$ cat src/rtl/svbu_pkg.sv
`timescale 1ns / 1ps
package svbu_pkg;

  localparam int PTR_W = 16;
  localparam int IDX_W = 10;
  localparam int VAL_W = 8;
  localparam int UA_W  = 2;

  // operation codes
  localparam logic [3:0] OP_SKIP      = 4'd0;
  localparam logic [3:0] OP_END       = 4'd1;
  localparam logic [3:0] OP_GOTO      = 4'd2;
  localparam logic [3:0] OP_IF_NZ     = 4'd3;
  localparam logic [3:0] OP_IF_CMP    = 4'd4;
  localparam logic [3:0] OP_SET_ONE   = 4'd5;
  localparam logic [3:0] OP_CLEAR     = 4'd6;
  localparam logic [3:0] OP_INC       = 4'd7;
  localparam logic [3:0] OP_DEC       = 4'd8;
  localparam logic [3:0] OP_SET_VAL   = 4'd9;
  localparam logic [3:0] OP_CLEAR_ALL = 4'd10;
  localparam logic [3:0] OP_IF_INPUT  = 4'd11;

  // compare codes
  localparam logic [2:0] CMP_EQ = 3'd0;
  localparam logic [2:0] CMP_LT = 3'd1;
  localparam logic [2:0] CMP_LE = 3'd2;
  localparam logic [2:0] CMP_GT = 3'd3;
  localparam logic [2:0] CMP_GE = 3'd4;
  localparam logic [2:0] CMP_NE = 3'd5;

  localparam logic [VAL_W-1:0] VAL_MAX = 8'd255;

  // microcode addresses
  localparam logic [UA_W-1:0] UA_FETCH = 2'd0;
  localparam logic [UA_W-1:0] UA_EXEC  = 2'd1;
  localparam logic [UA_W-1:0] UA_CLEAR = 2'd2;

  // jump conditions
  localparam logic [1:0] JC_ALWAYS   = 2'd0;
  localparam logic [1:0] JC_CLR_ALL  = 2'd1;
  localparam logic [1:0] JC_CLR_LAST = 2'd2;

  typedef struct packed {
    logic            take_in;
    logic            exec;
    logic            clear;
    logic [1:0]      cond;
    logic [UA_W-1:0] jt;
    logic [UA_W-1:0] jf;
  } ucode_t;

  typedef struct packed {
    logic             taken;
    logic             keep;
    logic             wr_en;
    logic             clr_all;
    logic [VAL_W-1:0] value;
    logic [PTR_W-1:0] pointer;
  } exec_res_t;

  function automatic ucode_t ucode_rom(input logic [UA_W-1:0] addr);
    ucode_t w;
    w = '0;
    case (addr)
      UA_FETCH: begin
        w.take_in = 1'b1;
        w.cond    = JC_ALWAYS;
        w.jt      = UA_EXEC;
        w.jf      = UA_EXEC;
      end
      UA_EXEC: begin
        w.exec = 1'b1;
        w.cond = JC_CLR_ALL;
        w.jt   = UA_CLEAR;
        w.jf   = UA_FETCH;
      end
      UA_CLEAR: begin
        w.clear = 1'b1;
        w.cond  = JC_CLR_LAST;
        w.jt    = UA_FETCH;
        w.jf    = UA_CLEAR;
      end
      default: begin
        w.cond = JC_ALWAYS;
        w.jt   = UA_FETCH;
        w.jf   = UA_FETCH;
      end
    endcase
    return w;
  endfunction

endpackage

$ cat src/rtl/svbu_exec.sv
`timescale 1ns / 1ps
module svbu_exec
  import svbu_pkg::*;
(
  input  logic [3:0]       op,
  input  logic [2:0]       cmp,
  input  logic [VAL_W-1:0] cur,
  input  logic [VAL_W-1:0] operand,
  input  logic [7:0]       mask,
  input  logic [7:0]       joy,
  input  logic [PTR_W-1:0] ptr,
  input  logic [PTR_W-1:0] base,
  input  logic [PTR_W-1:0] offset,
  input  logic [3:0]       alen,
  output exec_res_t        res
);

  logic cmp_hit;
  logic ended;

  always_comb begin
    case (cmp)
      CMP_EQ:  cmp_hit = (cur == operand);
      CMP_LT:  cmp_hit = (cur < operand);
      CMP_LE:  cmp_hit = (cur <= operand);
      CMP_GT:  cmp_hit = (cur > operand);
      CMP_GE:  cmp_hit = (cur >= operand);
      CMP_NE:  cmp_hit = (cur != operand);
      default: cmp_hit = 1'b0;
    endcase
  end

  always_comb begin
    res.taken   = 1'b0;
    res.keep    = 1'b1;
    res.wr_en   = 1'b0;
    res.clr_all = 1'b0;
    res.value   = cur;
    ended       = 1'b0;
    case (op)
      OP_SKIP:     res.keep = 1'b0;
      OP_END: begin
        ended    = 1'b1;
        res.keep = 1'b0;
      end
      OP_GOTO:     res.taken = 1'b1;
      OP_IF_NZ:    res.taken = (cur != '0);
      OP_IF_CMP:   res.taken = cmp_hit;
      OP_SET_ONE: begin
        res.wr_en = 1'b1;
        res.value = VAL_W'(1);
      end
      OP_CLEAR: begin
        res.wr_en = 1'b1;
        res.value = '0;
      end
      OP_INC: begin
        res.wr_en = 1'b1;
        res.value = (cur == VAL_MAX) ? cur : cur + VAL_W'(1);
      end
      OP_DEC: begin
        res.wr_en = 1'b1;
        res.value = (cur == '0) ? cur : cur - VAL_W'(1);
      end
      OP_SET_VAL: begin
        res.wr_en = 1'b1;
        res.value = operand;
      end
      OP_CLEAR_ALL: begin
        res.clr_all = 1'b1;
        res.value   = '0;
      end
      OP_IF_INPUT: res.taken = ((joy & mask) != '0);
      default:     res.keep = 1'b0;
    endcase

    if (ended) begin
      res.pointer = '0;
    end else if (res.taken) begin
      res.pointer = base + offset;
    end else begin
      res.pointer = ptr + PTR_W'(1) + PTR_W'(alen);
    end
  end

endmodule

$ cat config.mk
export PLATFORM = sky130hd
export DESIGN_NAME = svbu_exec
export DESIGN_NICKNAME = d
export VERILOG_FILES = /design/src/rtl/svbu_pkg.sv /design/src/rtl/svbu_exec.sv
export SDC_FILE = /design/constraint.sdc
export NUM_CORES = 1
export LEC_CHECK = 0
export BUFFER_PORTS_ARGS = -buffer_cell sky130_fd_sc_hd__buf_4
export CAP_MARGIN = 0
export CORE_MARGIN = 1.5
export CORE_UTILIZATION = 40
export DETAILED_ROUTE_END_ITERATION = 16
export PLACE_DENSITY = 0.72
export SYNTH_ARGS = -nofsm -noshare
export SYNTH_HDL_FRONTEND = slang
export SYNTH_SLANG_ARGS = --single-unit
export TNS_END_PERCENT = 5
$ cat constraint.sdc
create_clock -name vclk -period 2.3
set_input_delay 0.23 -clock vclk [all_inputs]
set_output_delay 0.23 -clock vclk [all_outputs]
set_load 0.05 [all_outputs]
==> run metrics, run 1 <==
CP Max Fanout=8; port bufs=119; register area=0 um^2; commonest non-fill, non-tap cell in the layout=buf_4; Synthesis Warnings=0; crit end category=output pin; gr busiest metal=met2; Antenna Cells=0; area of the core=~5500 um^2; hold_buf cts=0; WS Path Type=primary input to output pin; Post-Synthesis Net Count=about 470; die height=slightly below 80 um; Data arrival, critical path=approximately 2500 ps; fin crit period=about 2700 ps; initial antenna violation count=0; detailed placement HPWL=between 7000 and 8000 um; CP Buf/Inv Count=3; P_int=~0.55 mW; P&R area growth vs syn=84.7%; Largest stage delay, worst path=a little under 300 ps; Syn Inst Count=approximately 340; overall power consumption=1.21 mW; Post-Syn Area=2290 um^2; wire length of the first global-routing pass=14400 um; final wirelength=a little over 9000 um; hold crit path type=primary input to output pin; net switching power=roughly 0.66 mW; wire length per cell=between 15 and 20 um; CP max-delay cell=or2_1; M1 GR Usage=a little under two fifths; Place WS=-531 ps; post-synth top area cell=ha_1; Max Fclk=369 MHz; slew margin rel.=between 60% and 70%; met2 GRT Util=50.9%; final max-slew violation count=0; cell family with most CP delay=compound AO/OA/AOI/OAI gates; clock group share of total power=0%; Antenna Nets Post-Route=0; num rows=27; RSZ-0062 raised after global routing=yes; top cell type's share of synthesized area=between 10% and 20%; final hold vios=0; Synth Area per Inst=between 6 and 7 um^2; worst hold slack=between 800 and 900 ps; period utilization=118%; largest net degree at the start of global routing=17; PwrDens=about 290 nW/um^2; clkbuf count=0; gr ovfl total=0; failing checks=negative setup slack; Net Sw Frac=between 50% and 60%; cell breakdown of the critical path=buf_8 -> ha_4 -> nand4_1 -> or2_1 -> a31oi_2 -> o31ai_2 -> o21a_2 -> nor3_4 -> bufinv_8 -> a211oi_4 -> buf_6; synth top area cells=ha_1, xnor2_1, a21oi_1; Initial Util=between 40% and 50%; Distinct cells, synth=56; endpoints failing setup=17; Final #Nets=651; Die ar.=between 6000 and 7000 um^2; setup_tns=-5030 ps; final std cells w/o fill=598; gr usage total=approximately 28%; met3 Usage GRT=under 10%; Placer Congestion=0.929; Die W=78.7 um; Vias/cell=around 5.7; Gate power share=100.0%; share of cells above drive strength 1=47.7%; Crit path required time=just over 2000 ps; startpoint types=primary input; Starting DRT DRC Count=approximately 270; Max Cap Viol=0; Final Cell Area=around 4200 um^2; Max IR drop VDD=approximately 0.24 mV; post-placement cell count=between 500 and 600; commonest non-fill, non-tap cells in the layout=buf_4, a21oi_1, nand2_1, ha_1; Layout Utilization=76.9%; vias in the first global route=3155; measured slew at the worst slew-check pin=555 ps; sequential share of power=0%; First-pass DRT Iterations=5; flip-flop and latch count=0; PnR worst setup slack=-410 ps; Via Count=about 3400; outcome=finished, violations left; P_leak=1.92 nW; DRC Markers=0; # IOs=about 120; Seq/Total Area, Yosys=0%; DP Area=3920 um^2
==> path summary, 6_finish.rpt <==
path / start / slack, ps / depth (start not counted) / to
worst max-delay path: cur[7] / -410 / 11 / res[10]
worst min-delay path: operand[6] / 860 / 3 / res[22]
==> cell usage after synthesis (2+ instances only) <==
library cell / number
a21oi_1: 31
ha_1: 30
nand2_1: 22
o21ai_0: 22
inv_1: 21
nor2_1: 20
xnor2_1: 20
nand3_1: 17
a211oi_1: 16
a31oi_1: 13
nor2b_1: 12
nor4_1: 11
nor3_1: 10
nand2b_1: 7
nand4_1: 7
and3_1: 6
xor2_1: 6
a22oi_1: 5
clkbuf_1: 5
and2_1: 4
buf_2: 4
o211ai_1: 4
o31ai_1: 4
a21o_1: 3
a221o_1: 3
o221ai_1: 3
a41oi_1: 2
fa_1: 2
nor3_4: 2
o2111ai_1: 2
o211a_1: 2
o21a_1: 2
==> cells by family after synthesis <==
family                   count (synthesis)  share of synthesized area [%]
AND/OR/NAND/NOR                        127                           30.3
adder cells (fa/ha/maj)                 32                           18.1
XOR/XNOR                                26                           9.93
buffers and inverters                   33                           6.06
multiplexers                             1                          0.436
AO/OA/AOI/OAI                          123                           35.2
==> power by group through the flow <==
stage | clock [mW] | combinational [mW] | sequential (mW)
2_1_floorplan | 0 | 0.664 | 0
3_3_place_gp | 0 | 1.09 | 0
3_5_place_dp | 0 | 1.11 | 0
4_1_cts | 0 | 1.15 | 0
5_1_grt | 0 | 1.29 | 0
6_report | 0 | 1.21 | 0
==> tightest hold or removal path: stages <==
cell and delay (ps):
buf_6 80, a221o_1 130, buf_4 190
==> layer usage <==
layer  part of all wire, %  vias to the layer above  routed length, um
met3                   7.4                        6                681
li1                      -                     1679                  -
met2                    49                      154               4480
met4                  0.42                        0                 39
met5                     0                        -                  0
met1                    44                     1581               4000
==> cell type report <==
class,instances,area (um^2)
multi-input cells,309,2470
repair buffers,195,1580
inverters,22,101
well taps,72,90.1
fillers,434,1270
==> what timing repair did <==
item / CTS / global route
endpoints found under the setup margin: 17 / 20
setup buffers: 1 / 4
pin swaps: 16 / 16
resized for setup: 23 / 38
Power figures use the tool's default switching activity.
==> run 2: changes to the inputs <==
--- a/config.mk
+++ b/config.mk
@@ -10,7 +10,9 @@
 export CORE_MARGIN = 1.5
 export CORE_UTILIZATION = 40
 export DETAILED_ROUTE_END_ITERATION = 16
+export GPL_TIMING_DRIVEN = 0
 export PLACE_DENSITY = 0.72
+export RECOVER_POWER = 25
 export SYNTH_ARGS = -nofsm -noshare
 export SYNTH_HDL_FRONTEND = slang
 export SYNTH_SLANG_ARGS = --single-unit
==> run 2 against run 1 <==
Effect of this change: the flow still finishes with violations (negative setup slack); non-clock buffer count is 58 lower; via count is 8.3% lower; design area is 10% lower; combinational power is 9% lower; first-iteration DRC count is 24% lower; maximum frequency is 1.6% higher; wire length is 12% lower; hold slack worse by 12 ps; sequential share of layout area stayed put; worst setup slack better by 43 ps; largest cell class unchanged.
==> run metrics, run 2 (synthesized netlist as in run 1, its figures left out) <==
Crit path required time=2070 ps (about the same); WS Path Type=primary input to output pin; CP Launch Point=cur[1]; Net Sw Frac=57.5% (+3.2 points); register area=0 um^2 (unchanged); CP Buf/Inv Count=2 (-1); Setup crit end=res[12]; die height=78.7 um (unchanged); Largest stage delay, worst path=590 ps (+300 ps); PnR worst setup slack=-367 ps (+43.1 ps); Max Fclk=375 MHz (+1.6%); wire length of the first global-routing pass=13100 um (-9.4%); P_leak=1.63 nW (-15%); fill count=449 (+3.5%); final max-slew violation count=0 (unchanged); cell family with most CP delay=compound AO/OA/AOI/OAI gates; P_int=0.466 mW (-16%); crit end category=output pin; final wirelength=8100 um (-12%); RSZ-0062 raised after global routing=yes; Die W=78.7 um (unchanged); Max IR drop VDD=0.230 mV (-2.7%); vias in the first global route=2917 (-7.5%); highest routed layer=met4; hold_buf cts=0 (unchanged); CP Max Fanout=9 (+1); startpoint types=primary input; clkbuf count=0 (unchanged); period utilization=116% (-1.9 points); endpoints failing setup=23 (+6); Vias/cell=5.81 (+1.5%); DRC Markers=0 (unchanged); outcome=finished, violations left; Placer Congestion=0.874 (-6.0%); cell breakdown of the critical path=buf_6 -> ha_4 -> nor2b_1 -> o211ai_1 -> a21o_1 -> a21oi_2 -> o211ai_1 -> a31oi_1 -> a211oi_2 -> buf_6; area of the core=5510 um^2 (unchanged); final std cells w/o fill=540 (-9.7%); commonest non-fill, non-tap cell in the layout=buf_4; Antenna Cells=0 (unchanged); PwrDens=288 nW/um^2 (+0.91%); wire length per cell=15.0 um (-2.5%); Starting DRT DRC Count=208 (-24%); failing checks=negative setup slack; Gate power share=100.0% (about the same); measured slew at the worst slew-check pin=838 ps (+284 ps); net switching power=0.630 mW (-4.0%); initial antenna violation count=0 (unchanged); gr usage total=25.3% (-2.8 points); num rows=27 (unchanged); Antenna Nets Post-Route=0 (unchanged); Met3 Routed Length=590 um (-13%); Max Cap Viol=0 (unchanged); flip-flop and latch count=0 (unchanged); post-placement cell count=532 (-10%); detailed placement HPWL=6600 um (-10%); hold crit path type=primary input to output pin; sequential share of power=0% (unchanged); slew margin rel.=44.1% (-19 points); critical path depth in cells=10 (-1); clock group share of total power=0% (unchanged); WL met1=3520 um (-12%); Die ar.=6200 um^2 (unchanged); final hold vios=0 (unchanged); Final #Nets=593 (-8.9%); share of cells above drive strength 1=41.5% (-6.3 points); gr ovfl total=0 (unchanged); port bufs=118 (-0.84%); CP max-delay cell=o211ai_1; overall power consumption=1.10 mW (-9.3%); Layout Utilization=69.1% (-7.8 points); Initial Util=41.6% (unchanged); metal2 WL=3950 um (-12%); First-pass DRT Iterations=4 (-1); # IOs=119 (unchanged); fin crit period=2670 ps (-43.1 ps); Via Count=3135 (-8.3%); commonest non-fill, non-tap cells in the layout=buf_4, a21oi_1, buf_6, nand2_1, ha_1; P&R area growth vs syn=65.9%; largest net degree at the start of global routing=11 (-6); Data arrival, critical path=2440 ps (-40 ps)
[run 2: what timing repair did]
action	in CTS	in global routing
setup endpoints to repair	20	25
pin swaps	15	11
resized for setup	62	14
setup buffers	7	1
[run 2: per-stage QoR]
| stage | setup TNS (ps) | instance area [um^2] | worst slack [ps] | hold slack, ps |
|---|---|---|---|---|
| global route | -8850 | 3800 | -469 | 883 |
| global placement | -12730 | 3410 | -945 | 865 |
| CTS | -6090 | 3740 | -425 | 850 |
| detailed placement | -9960 | 3420 | -804 | 863 |
| finish | -5800 | 3800 | -367 | 853 |
| floorplan | -7660 | 2440 | -561 | 759 |
[run 2: how the worst min path moves through the flow]
| stage | start | to | slack, ps | cells past startpoint |
|---|---|---|---|---|
| after global routing | operand[3] | res[19] | 880 | 3 |
| after global placement | operand[5] | res[21] | 870 | 4 |
| final | operand[4] | res[20] | 850 | 3 |
| after detailed placement | operand[3] | res[19] | 860 | 3 |
| after CTS | operand[3] | res[19] | 850 | 3 |
| after floorplan | cur[7] | res[23] | 760 | 2 |
[run 2: routing by layer]
layer	up-vias	global-route usage [%]
li1	1566	-
met1	1443	34.8
met2	122	45.0
met3	4	0.805
met4	0	2.68
met5	-	0
[run 2: layout make-up]
cell class	count	area [um^2]	area share, %
Inverter	22	101	2.66
Buffer	11	62.6	1.64
Multi-Input combinational cell	309	2500	65.7
Tap cell	72	90.1	2.37
Timing Repair Buffer	126	1050	27.6
[run 2: power by group through the flow]
stage          sequential, mW  combinational, mW  clock [mW]
4_1_cts                     0               1.08           0
5_1_grt                     0               1.18           0
3_3_place_gp                0              0.981           0
6_report                    0               1.10           0
2_1_floorplan               0              0.664           0
3_5_place_dp                0              0.990           0
==> run 3: changes to the inputs <==
--- a/config.mk
+++ b/config.mk
@@ -8,11 +8,10 @@
 export BUFFER_PORTS_ARGS = -buffer_cell sky130_fd_sc_hd__buf_4
 export CAP_MARGIN = 0
 export CORE_MARGIN = 1.5
-export CORE_UTILIZATION = 40
+export CORE_UTILIZATION = 30
 export DETAILED_ROUTE_END_ITERATION = 16
 export GPL_TIMING_DRIVEN = 0
-export PLACE_DENSITY = 0.72
-export RECOVER_POWER = 25
+export PLACE_DENSITY = 0.56
 export SYNTH_ARGS = -nofsm -noshare
 export SYNTH_HDL_FRONTEND = slang
 export SYNTH_SLANG_ARGS = --single-unit
==> constraint.sdc (replaced) <==
create_clock -name vclk -period 2.2
set_input_delay 0.22 -clock vclk [all_inputs]
set_output_delay 0.22 -clock vclk [all_outputs]
set_load 0.05 [all_outputs]
==> run 3 against run 2 <==
Effect of this change: the run still ends with negative setup slack left; die area grew 32%; power rose by 8.8%; non-clock buffer count up 9; critical path type unchanged; critical endpoint is now res[14]; largest cell class unchanged; largest power group unchanged; highest routed layer unchanged.
==> run metrics, run 3 (synthesized netlist as in run 1, its figures left out) <==
startpoint types=primary input; Max IR drop VDD=0.202 mV (-12%); Largest stage delay, worst path=270 ps (-320 ps); Max Fclk=roughly 380 MHz; post-placement cell count=559 (+5.1%); overall power consumption=1.19 mW (+8.8%); Die ar.=8180 um^2 (+32%); outcome=finished, violations left; PwrDens=296 nW/um^2 (+2.7%); period utilization=120%; RSZ-0062 raised after global routing=yes; num rows=31 (+15%); cell breakdown of the critical path=buf_6 -> inv_4 -> ha_4 -> nand4_1 -> or2_1 -> buf_4 -> nand2_2 -> a21oi_2 -> o211a_1 -> buf_6 -> nor3_4 -> bufinv_8 -> a211oi_4 -> buf_6; P&R area growth vs syn=75.7%; largest net degree at the start of global routing=11 (unchanged); Via Count=3174 (+1.2%); final max-slew violation count=0 (unchanged); Data arrival, critical path=2420 ps (-20 ps); gr ovfl total=0 (unchanged); endpoints failing setup=18 (-22%); Vias/cell=5.51 (-5.1%); final std cells w/o fill=576 (+6.7%); gr usage total=19.8% (-5.4 points); fin crit period=2640 ps; Die W=90.4 um (+15%); vias in the first global route=3011 (+3.2%); fill count=704 (+57%); final hold vios=0 (unchanged); First-pass DRT Iterations=4 (unchanged); Max Cap Viol=0 (unchanged); Initial Util=31.3% (-10 points); area of the core=7330 um^2 (+33%); PnR worst setup slack=-442 ps (-75.2 ps); CP max-delay cell=or2_1; Antenna Nets Post-Route=0 (unchanged); WS Path Type=primary input to output pin; crit end category=output pin; register area=0 um^2 (unchanged); sequential share of power=0% (unchanged); Gate power share=100.0% (about the same); clock group share of total power=0% (unchanged); net switching power=0.675 mW (+7.0%); wire length of the first global-routing pass=13900 um (+6.2%); commonest non-fill, non-tap cell in the layout=buf_4; commonest non-fill, non-tap cells in the layout=buf_4, a21oi_1, buf_6, nand2_1, ha_1; hold crit path type=primary input to output pin; port bufs=118 (unchanged); Crit path required time=1980 ps (-90 ps); Final #Nets=602 (+1.5%); Antenna Cells=0 (unchanged); hold_buf cts=0 (unchanged); DRC Markers=0 (unchanged); slew margin rel.=42.9% (-1.3 points); Starting DRT DRC Count=105 (-50%); CP Max Fanout=9 (unchanged); die height=90.4 um (+15%); P_leak=1.71 nW (+4.9%); Place WS=-887 ps (-83.5 ps); final wirelength=8550 um (+5.5%); CP most frequent cell=buf_6; P_int=0.518 mW (+11%); initial antenna violation count=0 (unchanged); Placer Congestion=0.915 (+4.7%); failing checks=negative setup slack; wire length per cell=14.8 um (-1.1%); share of cells above drive strength 1=45.3% (+3.8 points); measured slew at the worst slew-check pin=857 ps (+18.8 ps); # IOs=119 (unchanged); flip-flop and latch count=0 (unchanged); footprint of the multi-input gates=2560 um^2 (+2.6%); clkbuf count=0 (unchanged); detailed placement HPWL=6680 um (+1.1%); Net Sw Frac=56.6% (-0.93 points)
run 3: per-layer routing:
layer	vias up	global-route usage [%]	wire, um
met5	-	0	0
met4	0	2.25	81
met3	10	2.10	631
met2	138	34.2	4020
met1	1451	27.3	3820
li1	1575	-	-
run 3: worst paths after layout:
kind | from | to | slack, ps | depth (start not counted)
hold / removal | operand[5] | res[21] | 840 | 4
setup / recovery | operand[1] | res[14] | -440 | 14
run 3: final cells by class:
cell class / count / area share [%]
Tap cell: 99 / 3.07
Inverter: 22 / 2.64
Buffer: 10 / 1.52
Timing Repair Buffer: 136 / 29.1
Multi-Input combinational cell: 309 / 63.6
run 3: metrics by stage:
| stage | TNS (ps) | cell area (um^2) | utilization, % | hold WS (ps) |
|---|---|---|---|---|
| 2_1_floorplan | -9120 | 2440 | - | 739 |
| 3_3_place_gp | -15460 | 3450 | 47.0 | 852 |
| 3_5_place_dp | -12160 | 3450 | 47.1 | 848 |
| 4_1_cts | -7970 | 3850 | 52.5 | 834 |
| 5_1_grt | -8580 | 4030 | 55.0 | 858 |
| 6_report | -6230 | 4030 | 55.0 | 842 |
run 3: power by group through the flow:
stage / logic, mW / clock network (mW) / registers, mW
after floorplan: 0.694 / 0 / 0
after global placement: 1.04 / 0 / 0
after detailed placement: 1.04 / 0 / 0
after CTS: 1.14 / 0 / 0
after global routing: 1.28 / 0 / 0
final: 1.19 / 0 / 0
run 3: what timing repair did:
item	CTS	global route
gates resized for setup	70	37
pin swaps	18	14
cloned	1	0
setup buffers	12	5
endpoints found under the setup margin	23	25
run 3: worst max-delay path, delay by kind of cell:
kind / cells / cell delay, ps
AO/OA/AOI/OAI: 3 / 510
adder cells (fa/ha/maj): 1 / 260
buffers and inverters: 6 / 830
AND/OR/NAND/NOR: 4 / 590
